--- src/sv/pstd_pkg.sv ---
// Shared types and constants for the packstream token decoder.
// Holds marker byte codes, token kinds, error codes, decoder phases and the result record.
// No dependencies.
package pstd_pkg;

    typedef enum logic [1:0] {
        PH_MARKER  = 2'd0,
        PH_PAYLOAD = 2'd1,
        PH_STRING  = 2'd2,
        PH_TAG     = 2'd3
    } phase_t;

    typedef enum logic [3:0] {
        K_NULL    = 4'd0,
        K_BOOL    = 4'd1,
        K_INT     = 4'd2,
        K_FLOAT   = 4'd3,
        K_STRHDR  = 4'd4,
        K_STRBYTE = 4'd5,
        K_LIST    = 4'd6,
        K_MAP     = 4'd7,
        K_STRUCT  = 4'd8,
        K_ERROR   = 4'd9
    } token_kind_t;

    typedef enum logic [1:0] {
        ERR_NONE        = 2'd0,
        ERR_UNSUPPORTED = 2'd1,
        ERR_TOO_LARGE   = 2'd2,
        ERR_BAD_LENGTH  = 2'd3
    } error_code_t;

    localparam logic [7:0] M_NULL      = 8'hC0;
    localparam logic [7:0] M_FLOAT64   = 8'hC1;
    localparam logic [7:0] M_FALSE     = 8'hC2;
    localparam logic [7:0] M_TRUE      = 8'hC3;
    localparam logic [7:0] M_INT8      = 8'hC8;
    localparam logic [7:0] M_INT64     = 8'hCB;
    localparam logic [7:0] M_STR8      = 8'hD0;
    localparam logic [7:0] M_STR32     = 8'hD2;
    localparam logic [7:0] M_LIST8     = 8'hD4;
    localparam logic [7:0] M_LIST16    = 8'hD5;
    localparam logic [7:0] M_LIST32    = 8'hD6;
    localparam logic [7:0] M_MAP8      = 8'hD8;
    localparam logic [7:0] M_MAP16     = 8'hD9;
    localparam logic [7:0] M_MAP32     = 8'hDA;
    localparam logic [7:0] M_STRUCT8   = 8'hDC;
    localparam logic [7:0] M_STRUCT16  = 8'hDD;
    localparam logic [7:0] M_TINY_STR  = 8'h80;
    localparam logic [7:0] M_TINY_LIST = 8'h90;
    localparam logic [7:0] M_TINY_MAP  = 8'hA0;
    localparam logic [7:0] M_TINY_STRUCT = 8'hB0;
    localparam logic [7:0] M_NEG_TINY  = 8'hF0;

    typedef struct packed {
        token_kind_t kind;
        logic [63:0] value;
        logic [7:0]  tag;
        logic        ends;
        error_code_t err;
    } result_t;

endpackage

--- src/sv/packstream_token_decoder.sv ---
// Top level of the packstream token decoder: byte tokenizer with a two-entry output buffer.
// Depends on pstd_pkg for token kinds, error codes, marker codes and the result record.
// Single module; no submodules.

// One byte is taken per beat and decoded combinationally, so a stream runs at one byte
// per clock while in_stall is low; a completed token is registered in the result
// register, or in the skid register while the result register is held. Payload bytes of
// multi-byte integers, floats and string lengths produce no token until the last of them
// arrives. With the skid register, input is only stalled once two tokens wait downstream.
module packstream_token_decoder (
    input  logic               clk,
    input  logic               rst_n,
    input  logic               in_valid,
    output logic               in_stall,
    input  logic [7:0]         in_byte,
    output logic               out_valid,
    input  logic               out_stall,
    output logic [3:0]         token_kind,
    output logic signed [63:0] token_value,
    output logic signed [7:0]  struct_tag,
    output logic               ends_string,
    output logic [1:0]         error_code
);

    pstd_pkg::phase_t      phase_reg, phase_next;
    pstd_pkg::token_kind_t pending_kind_reg, pending_kind_next;
    logic [3:0]            payload_left_reg, payload_left_next;
    logic [63:0]           acc_reg, acc_next;
    logic [30:0]           string_left_reg, string_left_next;
    logic [3:0]            header_size_reg, header_size_next;

    pstd_pkg::result_t     res;
    logic                  res_valid;

    pstd_pkg::result_t     out_reg, skid_reg;
    logic                  out_valid_reg, skid_valid_reg;

    logic                  in_fire, out_fire, produce;
    logic [63:0]           shifted;
    logic [63:0]           ext;
    logic [3:0]            left_dec;
    logic [30:0]           str_dec;

    assign in_stall = skid_valid_reg;
    assign in_fire  = in_valid && !skid_valid_reg;
    assign out_fire = out_valid_reg && !out_stall;
    assign produce  = in_fire && res_valid;

    assign shifted  = {acc_reg[55:0], in_byte};
    assign left_dec = (payload_left_reg != 4'd0) ? payload_left_reg - 4'd1 : 4'd0;
    assign str_dec  = (string_left_reg != 31'd0) ? string_left_reg - 31'd1 : 31'd0;

    always_comb
    begin
        unique case (header_size_reg)
            4'd1:    ext = {{56{shifted[7]}}, shifted[7:0]};
            4'd2:    ext = {{48{shifted[15]}}, shifted[15:0]};
            4'd3:    ext = {{40{shifted[23]}}, shifted[23:0]};
            4'd4:    ext = {{32{shifted[31]}}, shifted[31:0]};
            4'd5:    ext = {{24{shifted[39]}}, shifted[39:0]};
            4'd6:    ext = {{16{shifted[47]}}, shifted[47:0]};
            4'd7:    ext = {{8{shifted[55]}}, shifted[55:0]};
            default: ext = shifted;
        endcase
    end

    always_comb
    begin
        phase_next        = phase_reg;
        pending_kind_next = pending_kind_reg;
        payload_left_next = payload_left_reg;
        acc_next          = acc_reg;
        string_left_next  = string_left_reg;
        header_size_next  = header_size_reg;
        res_valid         = 1'b0;
        res.kind          = pstd_pkg::K_NULL;
        res.value         = 64'd0;
        res.tag           = 8'd0;
        res.ends          = 1'b0;
        res.err           = pstd_pkg::ERR_NONE;

        unique case (phase_reg)
            pstd_pkg::PH_PAYLOAD:
            begin
                acc_next          = shifted;
                payload_left_next = left_dec;
                if (left_dec == 4'd0)
                begin
                    phase_next = pstd_pkg::PH_MARKER;
                    res_valid  = 1'b1;
                    priority if (pending_kind_reg == pstd_pkg::K_INT)
                    begin
                        res.kind  = pstd_pkg::K_INT;
                        res.value = ext;
                    end
                    else if (pending_kind_reg == pstd_pkg::K_FLOAT)
                    begin
                        res.kind  = pstd_pkg::K_FLOAT;
                        res.value = shifted;
                    end
                    else if (shifted[31])
                    begin
                        res.kind  = pstd_pkg::K_ERROR;
                        res.value = {32'd0, shifted[31:0]};
                        res.err   = pstd_pkg::ERR_BAD_LENGTH;
                    end
                    else
                    begin
                        res.kind  = pstd_pkg::K_STRHDR;
                        res.value = {32'd0, shifted[31:0]};
                        if (shifted[30:0] == 31'd0)
                        begin
                            res.ends = 1'b1;
                        end
                        else
                        begin
                            phase_next       = pstd_pkg::PH_STRING;
                            string_left_next = shifted[30:0];
                        end
                    end
                end
            end
            pstd_pkg::PH_STRING:
            begin
                string_left_next = str_dec;
                res_valid        = 1'b1;
                res.kind         = pstd_pkg::K_STRBYTE;
                res.value        = {56'd0, in_byte};
                if (str_dec == 31'd0)
                begin
                    res.ends   = 1'b1;
                    phase_next = pstd_pkg::PH_MARKER;
                end
            end
            pstd_pkg::PH_TAG:
            begin
                phase_next = pstd_pkg::PH_MARKER;
                res_valid  = 1'b1;
                res.kind   = pstd_pkg::K_STRUCT;
                res.value  = {60'd0, header_size_reg};
                res.tag    = in_byte;
            end
            default:
            begin
                res_valid = 1'b1;
                priority if (!in_byte[7])
                begin
                    res.kind  = pstd_pkg::K_INT;
                    res.value = {56'd0, in_byte};
                end
                else if (in_byte >= pstd_pkg::M_NEG_TINY)
                begin
                    res.kind  = pstd_pkg::K_INT;
                    res.value = {56'hFF_FFFF_FFFF_FFFF, in_byte};
                end
                else if (in_byte >= pstd_pkg::M_INT8 && in_byte <= pstd_pkg::M_INT64)
                begin
                    res_valid         = 1'b0;
                    phase_next        = pstd_pkg::PH_PAYLOAD;
                    pending_kind_next = pstd_pkg::K_INT;
                    payload_left_next = 4'd1 << in_byte[1:0];
                    header_size_next  = 4'd1 << in_byte[1:0];
                    acc_next          = 64'd0;
                end
                else if (in_byte < pstd_pkg::M_TINY_LIST)
                begin
                    res.kind  = pstd_pkg::K_STRHDR;
                    res.value = {60'd0, in_byte[3:0]};
                    if (in_byte[3:0] == 4'd0)
                    begin
                        res.ends = 1'b1;
                    end
                    else
                    begin
                        phase_next       = pstd_pkg::PH_STRING;
                        string_left_next = {27'd0, in_byte[3:0]};
                    end
                end
                else if (in_byte < pstd_pkg::M_TINY_MAP)
                begin
                    res.kind  = pstd_pkg::K_LIST;
                    res.value = {60'd0, in_byte[3:0]};
                end
                else if (in_byte < pstd_pkg::M_TINY_STRUCT)
                begin
                    res.kind  = pstd_pkg::K_MAP;
                    res.value = {60'd0, in_byte[3:0]};
                end
                else if (in_byte < pstd_pkg::M_NULL)
                begin
                    res_valid        = 1'b0;
                    phase_next       = pstd_pkg::PH_TAG;
                    header_size_next = in_byte[3:0];
                end
                else if (in_byte >= pstd_pkg::M_STR8 && in_byte <= pstd_pkg::M_STR32)
                begin
                    res_valid         = 1'b0;
                    phase_next        = pstd_pkg::PH_PAYLOAD;
                    pending_kind_next = pstd_pkg::K_STRHDR;
                    payload_left_next = 4'd1 << in_byte[1:0];
                    header_size_next  = 4'd1 << in_byte[1:0];
                    acc_next          = 64'd0;
                end
                else if (in_byte == pstd_pkg::M_NULL)
                begin
                    res.kind = pstd_pkg::K_NULL;
                end
                else if (in_byte == pstd_pkg::M_FLOAT64)
                begin
                    res_valid         = 1'b0;
                    phase_next        = pstd_pkg::PH_PAYLOAD;
                    pending_kind_next = pstd_pkg::K_FLOAT;
                    payload_left_next = 4'd8;
                    header_size_next  = 4'd8;
                    acc_next          = 64'd0;
                end
                else if (in_byte == pstd_pkg::M_FALSE)
                begin
                    res.kind = pstd_pkg::K_BOOL;
                end
                else if (in_byte == pstd_pkg::M_TRUE)
                begin
                    res.kind  = pstd_pkg::K_BOOL;
                    res.value = 64'd1;
                end
                else if (in_byte == pstd_pkg::M_LIST8 || in_byte == pstd_pkg::M_LIST16
                         || in_byte == pstd_pkg::M_LIST32 || in_byte == pstd_pkg::M_MAP8
                         || in_byte == pstd_pkg::M_MAP16 || in_byte == pstd_pkg::M_MAP32
                         || in_byte == pstd_pkg::M_STRUCT8
                         || in_byte == pstd_pkg::M_STRUCT16)
                begin
                    res.kind  = pstd_pkg::K_ERROR;
                    res.value = {56'd0, in_byte};
                    res.err   = pstd_pkg::ERR_TOO_LARGE;
                end
                else
                begin
                    res.kind  = pstd_pkg::K_ERROR;
                    res.value = {56'd0, in_byte};
                    res.err   = pstd_pkg::ERR_UNSUPPORTED;
                end
            end
        endcase
    end

    always_ff @(posedge clk or negedge rst_n)
    begin
        if (!rst_n)
        begin
            phase_reg        <= pstd_pkg::PH_MARKER;
            pending_kind_reg <= pstd_pkg::K_NULL;
            payload_left_reg <= 4'd0;
            string_left_reg  <= 31'd0;
            header_size_reg  <= 4'd0;
            out_valid_reg    <= 1'b0;
            skid_valid_reg   <= 1'b0;
        end
        else
        begin
            if (in_fire)
            begin
                phase_reg        <= phase_next;
                pending_kind_reg <= pending_kind_next;
                payload_left_reg <= payload_left_next;
                string_left_reg  <= string_left_next;
                header_size_reg  <= header_size_next;
            end
            if (skid_valid_reg)
            begin
                if (out_fire)
                begin
                    skid_valid_reg <= 1'b0;
                end
            end
            else if (produce)
            begin
                if (out_valid_reg && !out_fire)
                begin
                    skid_valid_reg <= 1'b1;
                end
                else
                begin
                    out_valid_reg <= 1'b1;
                end
            end
            else if (out_fire)
            begin
                out_valid_reg <= 1'b0;
            end
        end
    end

    always_ff @(posedge clk)
    begin
        if (in_fire)
        begin
            acc_reg <= acc_next;
        end
        if (skid_valid_reg)
        begin
            if (out_fire)
            begin
                out_reg <= skid_reg;
            end
        end
        else if (produce)
        begin
            if (out_valid_reg && !out_fire)
            begin
                skid_reg <= res;
            end
            else
            begin
                out_reg <= res;
            end
        end
    end

    assign out_valid   = out_valid_reg;
    assign token_kind  = out_reg.kind;
    assign token_value = $signed(out_reg.value);
    assign struct_tag  = $signed(out_reg.tag);
    assign ends_string = out_reg.ends;
    assign error_code  = out_reg.err;

    a_skid_needs_out: assert property (@(posedge clk) disable iff (!rst_n)
        skid_valid_reg |-> out_valid_reg)
        else $error("Skid register holds a token while the result register is empty.");

    a_string_count: assert property (@(posedge clk) disable iff (!rst_n)
        phase_reg == pstd_pkg::PH_STRING |-> string_left_reg != 31'd0)
        else $error("String body phase entered with no bytes left.");

    a_payload_count: assert property (@(posedge clk) disable iff (!rst_n)
        phase_reg == pstd_pkg::PH_PAYLOAD
        |-> (payload_left_reg != 4'd0 && payload_left_reg <= header_size_reg))
        else $error("Payload byte count out of range.");

    a_skid_fill: assert property (@(posedge clk) disable iff (!rst_n)
        (produce && out_valid_reg && out_stall && !skid_valid_reg) |=> skid_valid_reg)
        else $error("Token produced under stall was not buffered.");

    a_error_code: assert property (@(posedge clk) disable iff (!rst_n)
        out_valid_reg |-> ((out_reg.kind == pstd_pkg::K_ERROR)
                           == (out_reg.err != pstd_pkg::ERR_NONE)))
        else $error("Error code does not match token kind.");

endmodule

--- config.mk ---
export PLATFORM = sky130hd
export DESIGN_NAME = packstream_token_decoder
export DESIGN_NICKNAME = d
export VERILOG_FILES = /design/src/sv/pstd_pkg.sv /design/src/sv/packstream_token_decoder.sv
export SDC_FILE = /design/constraint.sdc
export NUM_CORES = 1
export LEC_CHECK = 0
export BUFFER_PORTS_ARGS = -buffer_cell sky130_fd_sc_hd__buf_2
export CAP_MARGIN = 5
export CORE_MARGIN = 2
export CORE_UTILIZATION = 60
export CTS_CLUSTER_SIZE = 25
export DETAILED_ROUTE_END_ITERATION = 6
export GPL_ROUTABILITY_DRIVEN = 0
export PLACE_DENSITY = 0.8
export RECOVER_POWER = 25
export SKIP_LAST_GASP = 1
export SYNTH_ARGS = -nofsm -noshare
export SYNTH_HDL_FRONTEND = slang
export SYNTH_SLANG_ARGS = --single-unit
--- constraint.sdc ---
create_clock -name clk -period 12.9 [get_ports clk]
set_input_delay 0.645 -clock clk [delete_from_list [all_inputs] [get_ports clk]]
set_output_delay 0.645 -clock clk [all_outputs]
set_load 0.05 [all_outputs]
# Word-level counts from Yosys, hierarchy flattened
# Index checks and enable logic that the tools add are counted.
dict set report op_classes {
  reduce_logical 42
  muxes 134
  shift 1
  n_lt_le_gt_ge 9
  n_eq_ne 53
  bitwise 5
  n_addsub 2
}
# operator count
set ops {}
lappend ops {{$mux 68} 14}
lappend ops {{$mux 56} 10}
lappend ops {{$pmux 64 s7} 1}
lappend ops {{$mux 31} 11}
lappend ops {{$mux 79} 4}
lappend ops {{$pmux 68 s3} 1}
lappend ops {{$mux 64} 2}
lappend ops {{$pmux 56 s2} 1}
lappend ops {{$mux 4} 26}
lappend ops {{$eq 8x8->1 const B} 12}
lappend ops {{$pmux 31 s3} 1}
lappend ops {{$logic_not 31->1} 2}
lappend ops {{$mux 2} 28}
lappend ops {{$lt 8x8->1 const B} 4}
lappend ops {{$reduce_bool 31->1} 1}
lappend ops {{$sub 31x1->31 const B} 1}
lappend ops {{$reduce_and 10->1} 3}
lappend ops {{$ge 8x8->1 const B} 3}
lappend ops {{$ne 2x2->1 const B} 12}
lappend ops {{$mux 1} 23}
lappend ops {{$mux 3} 6}
lappend ops {{$ne 6x3->1 const B} 3}
lappend ops {{$eq 4x2->1 const B} 4}
lappend ops {{$eq 4x3->1 const B} 4}
lappend ops {{34 further kinds} 69}
dict set report totals {
  output_inout_bits 81
  wordCells 264
  input_bits 12
  regBits 261
}

# Logic depth before layout (Yosys ltp)
dict set report depth {
  word_depth 25
  mapped_depth 12
}

# Worst setup path after synthesis
# Ideal clock, no wire load.
dict set report synth_timing {
  kind {input to register}
  start {input in_byte[0]}
  end {register out_reg (netlist bit ends_string), enable pin}
  cell_stages 8
  arrival_time_ns 5.875
  slack_ns 6.475
  setup_ns 0.551
  n_path_buf 1
  required_time_ns 12.349
  cell_sequence {clkbuf_1 > nand2_1 > nand2_1 > nor2_1 > o21ai_0 > a21oi_1 > a211o_1 > a22oi_1}
}
dict set report synth_via {
  elab_chain_cells 15
  word_cells_on_any_way 27
  cone_classes {order compare (9); eq/ne (2); mux (11); reduce/logical (5)}
}
# element line_no
set synth_lines {}
lappend synth_lines {{start: declaration} packstream_token_decoder.sv:15} ;# input logic [7:0] in_byte,
lappend synth_lines {{branches (longest 9 deep; another with $ge 8x8->1)} n/a}
lappend synth_lines {{$mux 1 *} packstream_token_decoder.sv:151} ;# else if (in_byte >= pstd_pkg::M_NEG_TINY)
lappend synth_lines {{$mux 1 *} packstream_token_decoder.sv:146} ;# priority if (!in_byte[7])
lappend synth_lines {{$pmux 1 s2 *} packstream_token_decoder.sv:82} ;# unique case (phase_reg)
lappend synth_lines {{$logic_and 1x1->1 *} packstream_token_decoder.sv:47} ;# assign produce = in_fire && res_valid;
lappend synth_lines {{$reduce_bool 2->1 (no source line) *} n/a}
lappend synth_lines {{$reduce_and 3->1 (no source line) *} n/a}
lappend synth_lines {{end signal: assignment} packstream_token_decoder.sv:303} ;# out_reg <= skid_reg;
lappend synth_lines {{end signal: assignment} packstream_token_decoder.sv:314} ;# out_reg <= res;
lappend synth_lines {{end: declaration} packstream_token_decoder.sv:35} ;# pstd_pkg::result_t out_reg, skid_reg;
# Every way passes the cells marked *.
# A chain may end at the register's enable or synchronous reset.

# Final worst setup path
dict set report layout_timing {
  start {register phase_reg[1]}
  end {register skid_reg[37] (netlist bit), enable pin}
}
dict set report layout_via {
  elab_chain_cells 5
  word_cells_on_any_way 7
  cone_classes {eq/ne (3); mux (1); reduce/logical (3)}
}
# element line_no
set layout_lines {}
lappend layout_lines {{start: declaration} packstream_token_decoder.sv:25} ;# pstd_pkg::phase_t phase_reg, phase_next;
lappend layout_lines {{start signal: assignment} packstream_token_decoder.sv:250} ;# phase_reg <= pstd_pkg::PH_MARKER;
lappend layout_lines {{start signal: assignment} packstream_token_decoder.sv:262} ;# phase_reg <= phase_next;
lappend layout_lines {{$eq 2x2->1} packstream_token_decoder.sv:82}
lappend layout_lines {{$reduce_or 2->1 (no source line)} n/a}
lappend layout_lines {{$pmux 1 s2 *} packstream_token_decoder.sv:82}
lappend layout_lines {{$logic_and 1x1->1 *} packstream_token_decoder.sv:47}
lappend layout_lines {{$reduce_and 3->1 (no source line) *} n/a}
lappend layout_lines {{end signal: assignment} packstream_token_decoder.sv:310} ;# skid_reg <= res;
lappend layout_lines {{end: declaration} packstream_token_decoder.sv:35}
# Every way passes the cells marked *; elsewhere a longest branch is shown, timed or not.

==> metrics.txt <==
crit path launch type=flip-flop; die width=147.9 um; Clock Skew=0.01156 ns; fin cells=1432; area of the core=between 20000 and 25000 sq um; row count=52; Worst-path clk slew=around 0.060 ns; Reg2Reg Depth=10; setup ws final=7.893 ns; min-delay src=out_stall; DP HPWL=18.68 mm; Worst slew margin=-68.80%; area delta synth->final=11.55%; VDD IR-drop max=0.1828 mV; part of the power in combinational logic=42.4%; GRT Residual Overflow=0; DR WL/cell=19.41 um; Sw Ratio=43.15%; I/O pin count=93; failing checks=capacitance limit, slew limit; Clk pwr share=21.2%; synth cell count leaders=214 x edfxtp_1, 110 x nor2_1, 95 x o21ai_0; Int Pwr=2.139 mW; reg-to-reg setup timing slack=7.89 ns; DRC Markers=0; overall routing resource usage=25.30%; crit-path max FO=just over 60; RR Endpoint=skid_reg[37]; ANT cells=0; setup TNS=0 ns; antenna violations before repair=0; Sequential Power Share=between 30% and 40%; fin. max-slew vios=110; register area share after synthesis=61.03%; CTS Sinks=260; Clock Latency Late Sink=0.55 ns; Syn. warnings=0; Worst Setup SP=phase_reg[1]; final wirelength=roughly 28 mm; fin util=68.23%; Synth top area share=51.76%; cells after synthesis=1072; Area contributors post-synth=edfxtp_1 52%, dfrtp_1 9.3%, mux2_2 6.5%; Hold Path Class=primary input to flip-flop; hold depth=3; PortBufs=92; worst-case clock buffer depth=3; H-Tree Depth=1; die area=21860 sq um; clock buffer count from CTS=27; power per cell area=271.7 nW/um^2; Place WS=8.693 ns; sink of the worst hold path=in_stall; Cell Chain, Critical Path=inv_1 > ha_1 > inv_1 > or2_1 > nand2_1 > inv_1 > a211o_1 > inv_1 > and3_4 > buf_4; count leader, synth=edfxtp_1; Slowest-stage cell, CP=ha_1; worst-margin pin slew=2.532 ns; average vias per placed instance=6.198; Final Cycle Share=38.82%; predominant post-synthesis flop cell=edfxtp_1; number of flops mapped to enable cells by yosys=214; Crit path required time=approximately 13 ns; Yosys cell types=77; Post-Syn Area per Cell=11.58 sq um; post-synthesis register bit count=260; CP dominant cell by count=inv_1; CP arrival=around 5.2 ns; Post-CTS Setup Repair Bufs=0; Die Y=147.9 um; Root Driver=clkbuf_16; Pleak=5.155 nW; layout cells sized above 1=14.37%; first-pass GRT wire length=43.84 mm; CTS tree=done; worst hold margin=roughly 0.37 ns; Max stage delay on crit path=~1.3 ns; DR pass1 iterations=7; syn nets=between 1000 and 1500; Hold Buf Count CTS=0; unrepaired setup endpoints after global routing=false; Final Hold Viols=0; Starting Density=between 60% and 70%; Post-Syn Area=12420 sq um; DR iter-0 viols=about 990; largest net degree at the start of global routing=80; Vias=8875; number of flip-flops under the largest register name=a little under 80; fmax=199.7 MHz; reg2reg start=phase_reg[1]; outcome=finished with violations; DRT antenna net count=0; post-CTS sizing=0; ys async rst share=17.69%; biggest area consumer among synthesized cells=edfxtp_1; vias in the first global route=8299; Setup Viol. Count Final=0; critical path type=flip-flop to flip-flop; min Tclk post-route=~5.0 ns; CP Capture Type=flip-flop; # nets final=1159; dpl cells=1382; MaxCap Viol Count=2; NetSw=1.624 mW
==> layout by cell type, fill, tap and decap left out, types with 11 or more instances in the layout <==
cell type / count
and2_1: 55
clkinv_2: 11
o21ai_1: 15
mux2_2: 72
nor4_1: 15
clkbuf_1: 80
a31oi_1: 16
o21ai_0: 95
clkbuf_16: 27
buf_2: 13
nand2_1: 83
edfxtp_1: 214
nand3_1: 14
a21oi_1: 73
nor3_1: 26
inv_1: 20
nor2b_1: 17
and2_0: 11
dfrtp_1: 45
nor2_1: 110
==> kinds of logic (layout without fill, tap and decap cells) <==
group	count (synthesis)	in the layout	synth area share, %
muxes	75	75	6.812
buffers and inverters	82	172	2.741
and+or+nand+nor	391	391	16.50
AOI/OAI and AO/OA	252	252	11.89
adders and majority gates	6	6	0.6046
DFF	260	260	61.03
xor gates and xnor gates	6	6	0.4233
==> how the worst max path moves through the flow <==
stage	end	slack, ns	depth (start not counted)
floorplan	ends_string	6.47	8
CTS	skid_reg[40]	8.64	10
global route	skid_reg[40]	7.39	10
finish	skid_reg[37]	7.89	10
global placement	skid_reg[28]	8.83	10
detailed placement	skid_reg[23]	8.69	10
==> through the flow <==
step / area (sq um) / power, mW
after detailed placement: 13030 / 2.982
after global placement: 13030 / 2.945
after CTS: 13950 / 3.785
after floorplan: 12420 / 2.648
after global routing: 13850 / 3.949
final: 13850 / 3.763
==> metal layers <==
metal / share of wire [%] / global-route usage (%) / vias up
li1: - / - / 4092
met1: 41 / 35.34 / 4309
met2: 48 / 41.65 / 403
met3: 7.3 / 3.765 / 71
met4: 2.8 / 7.762 / 0
met5: 0 / 0 / -
==> power groups by stage <==
stage               clock (mW)  combinational, mW  sequential, mW
floorplan                    0              0.914            1.73
global placement             0               1.58            1.37
detailed placement           0               1.60            1.38
CTS                      0.805               1.62            1.36
global route             0.835               1.72            1.40
finish                   0.798               1.59            1.37
==> critical path, delay by kind of cell, from the launching register on <==
family / cells / cell delay [ns]
buffers and inverters: 5 / 1.50
adder cells (fa/ha/maj): 1 / 1.29
AND/OR/NAND/NOR: 3 / 1.01
flip-flops: 1 / 0.42
AO/OA/AOI/OAI: 1 / 0.35
==> cell type report <==
cell class / count / area, sq um
Sequential cell: 260 / 7579
Fill cell: 1504 / 6450
Multi-Input combinational cell: 730 / 4508
Clock buffer: 29 / 703.2
Timing Repair Buffer: 101 / 425.4
Tap cell: 270 / 337.8
Clock inverter: 21 / 217.7
Inverter: 21 / 78.83
Note: power is estimated with default switching activity, not from simulation.
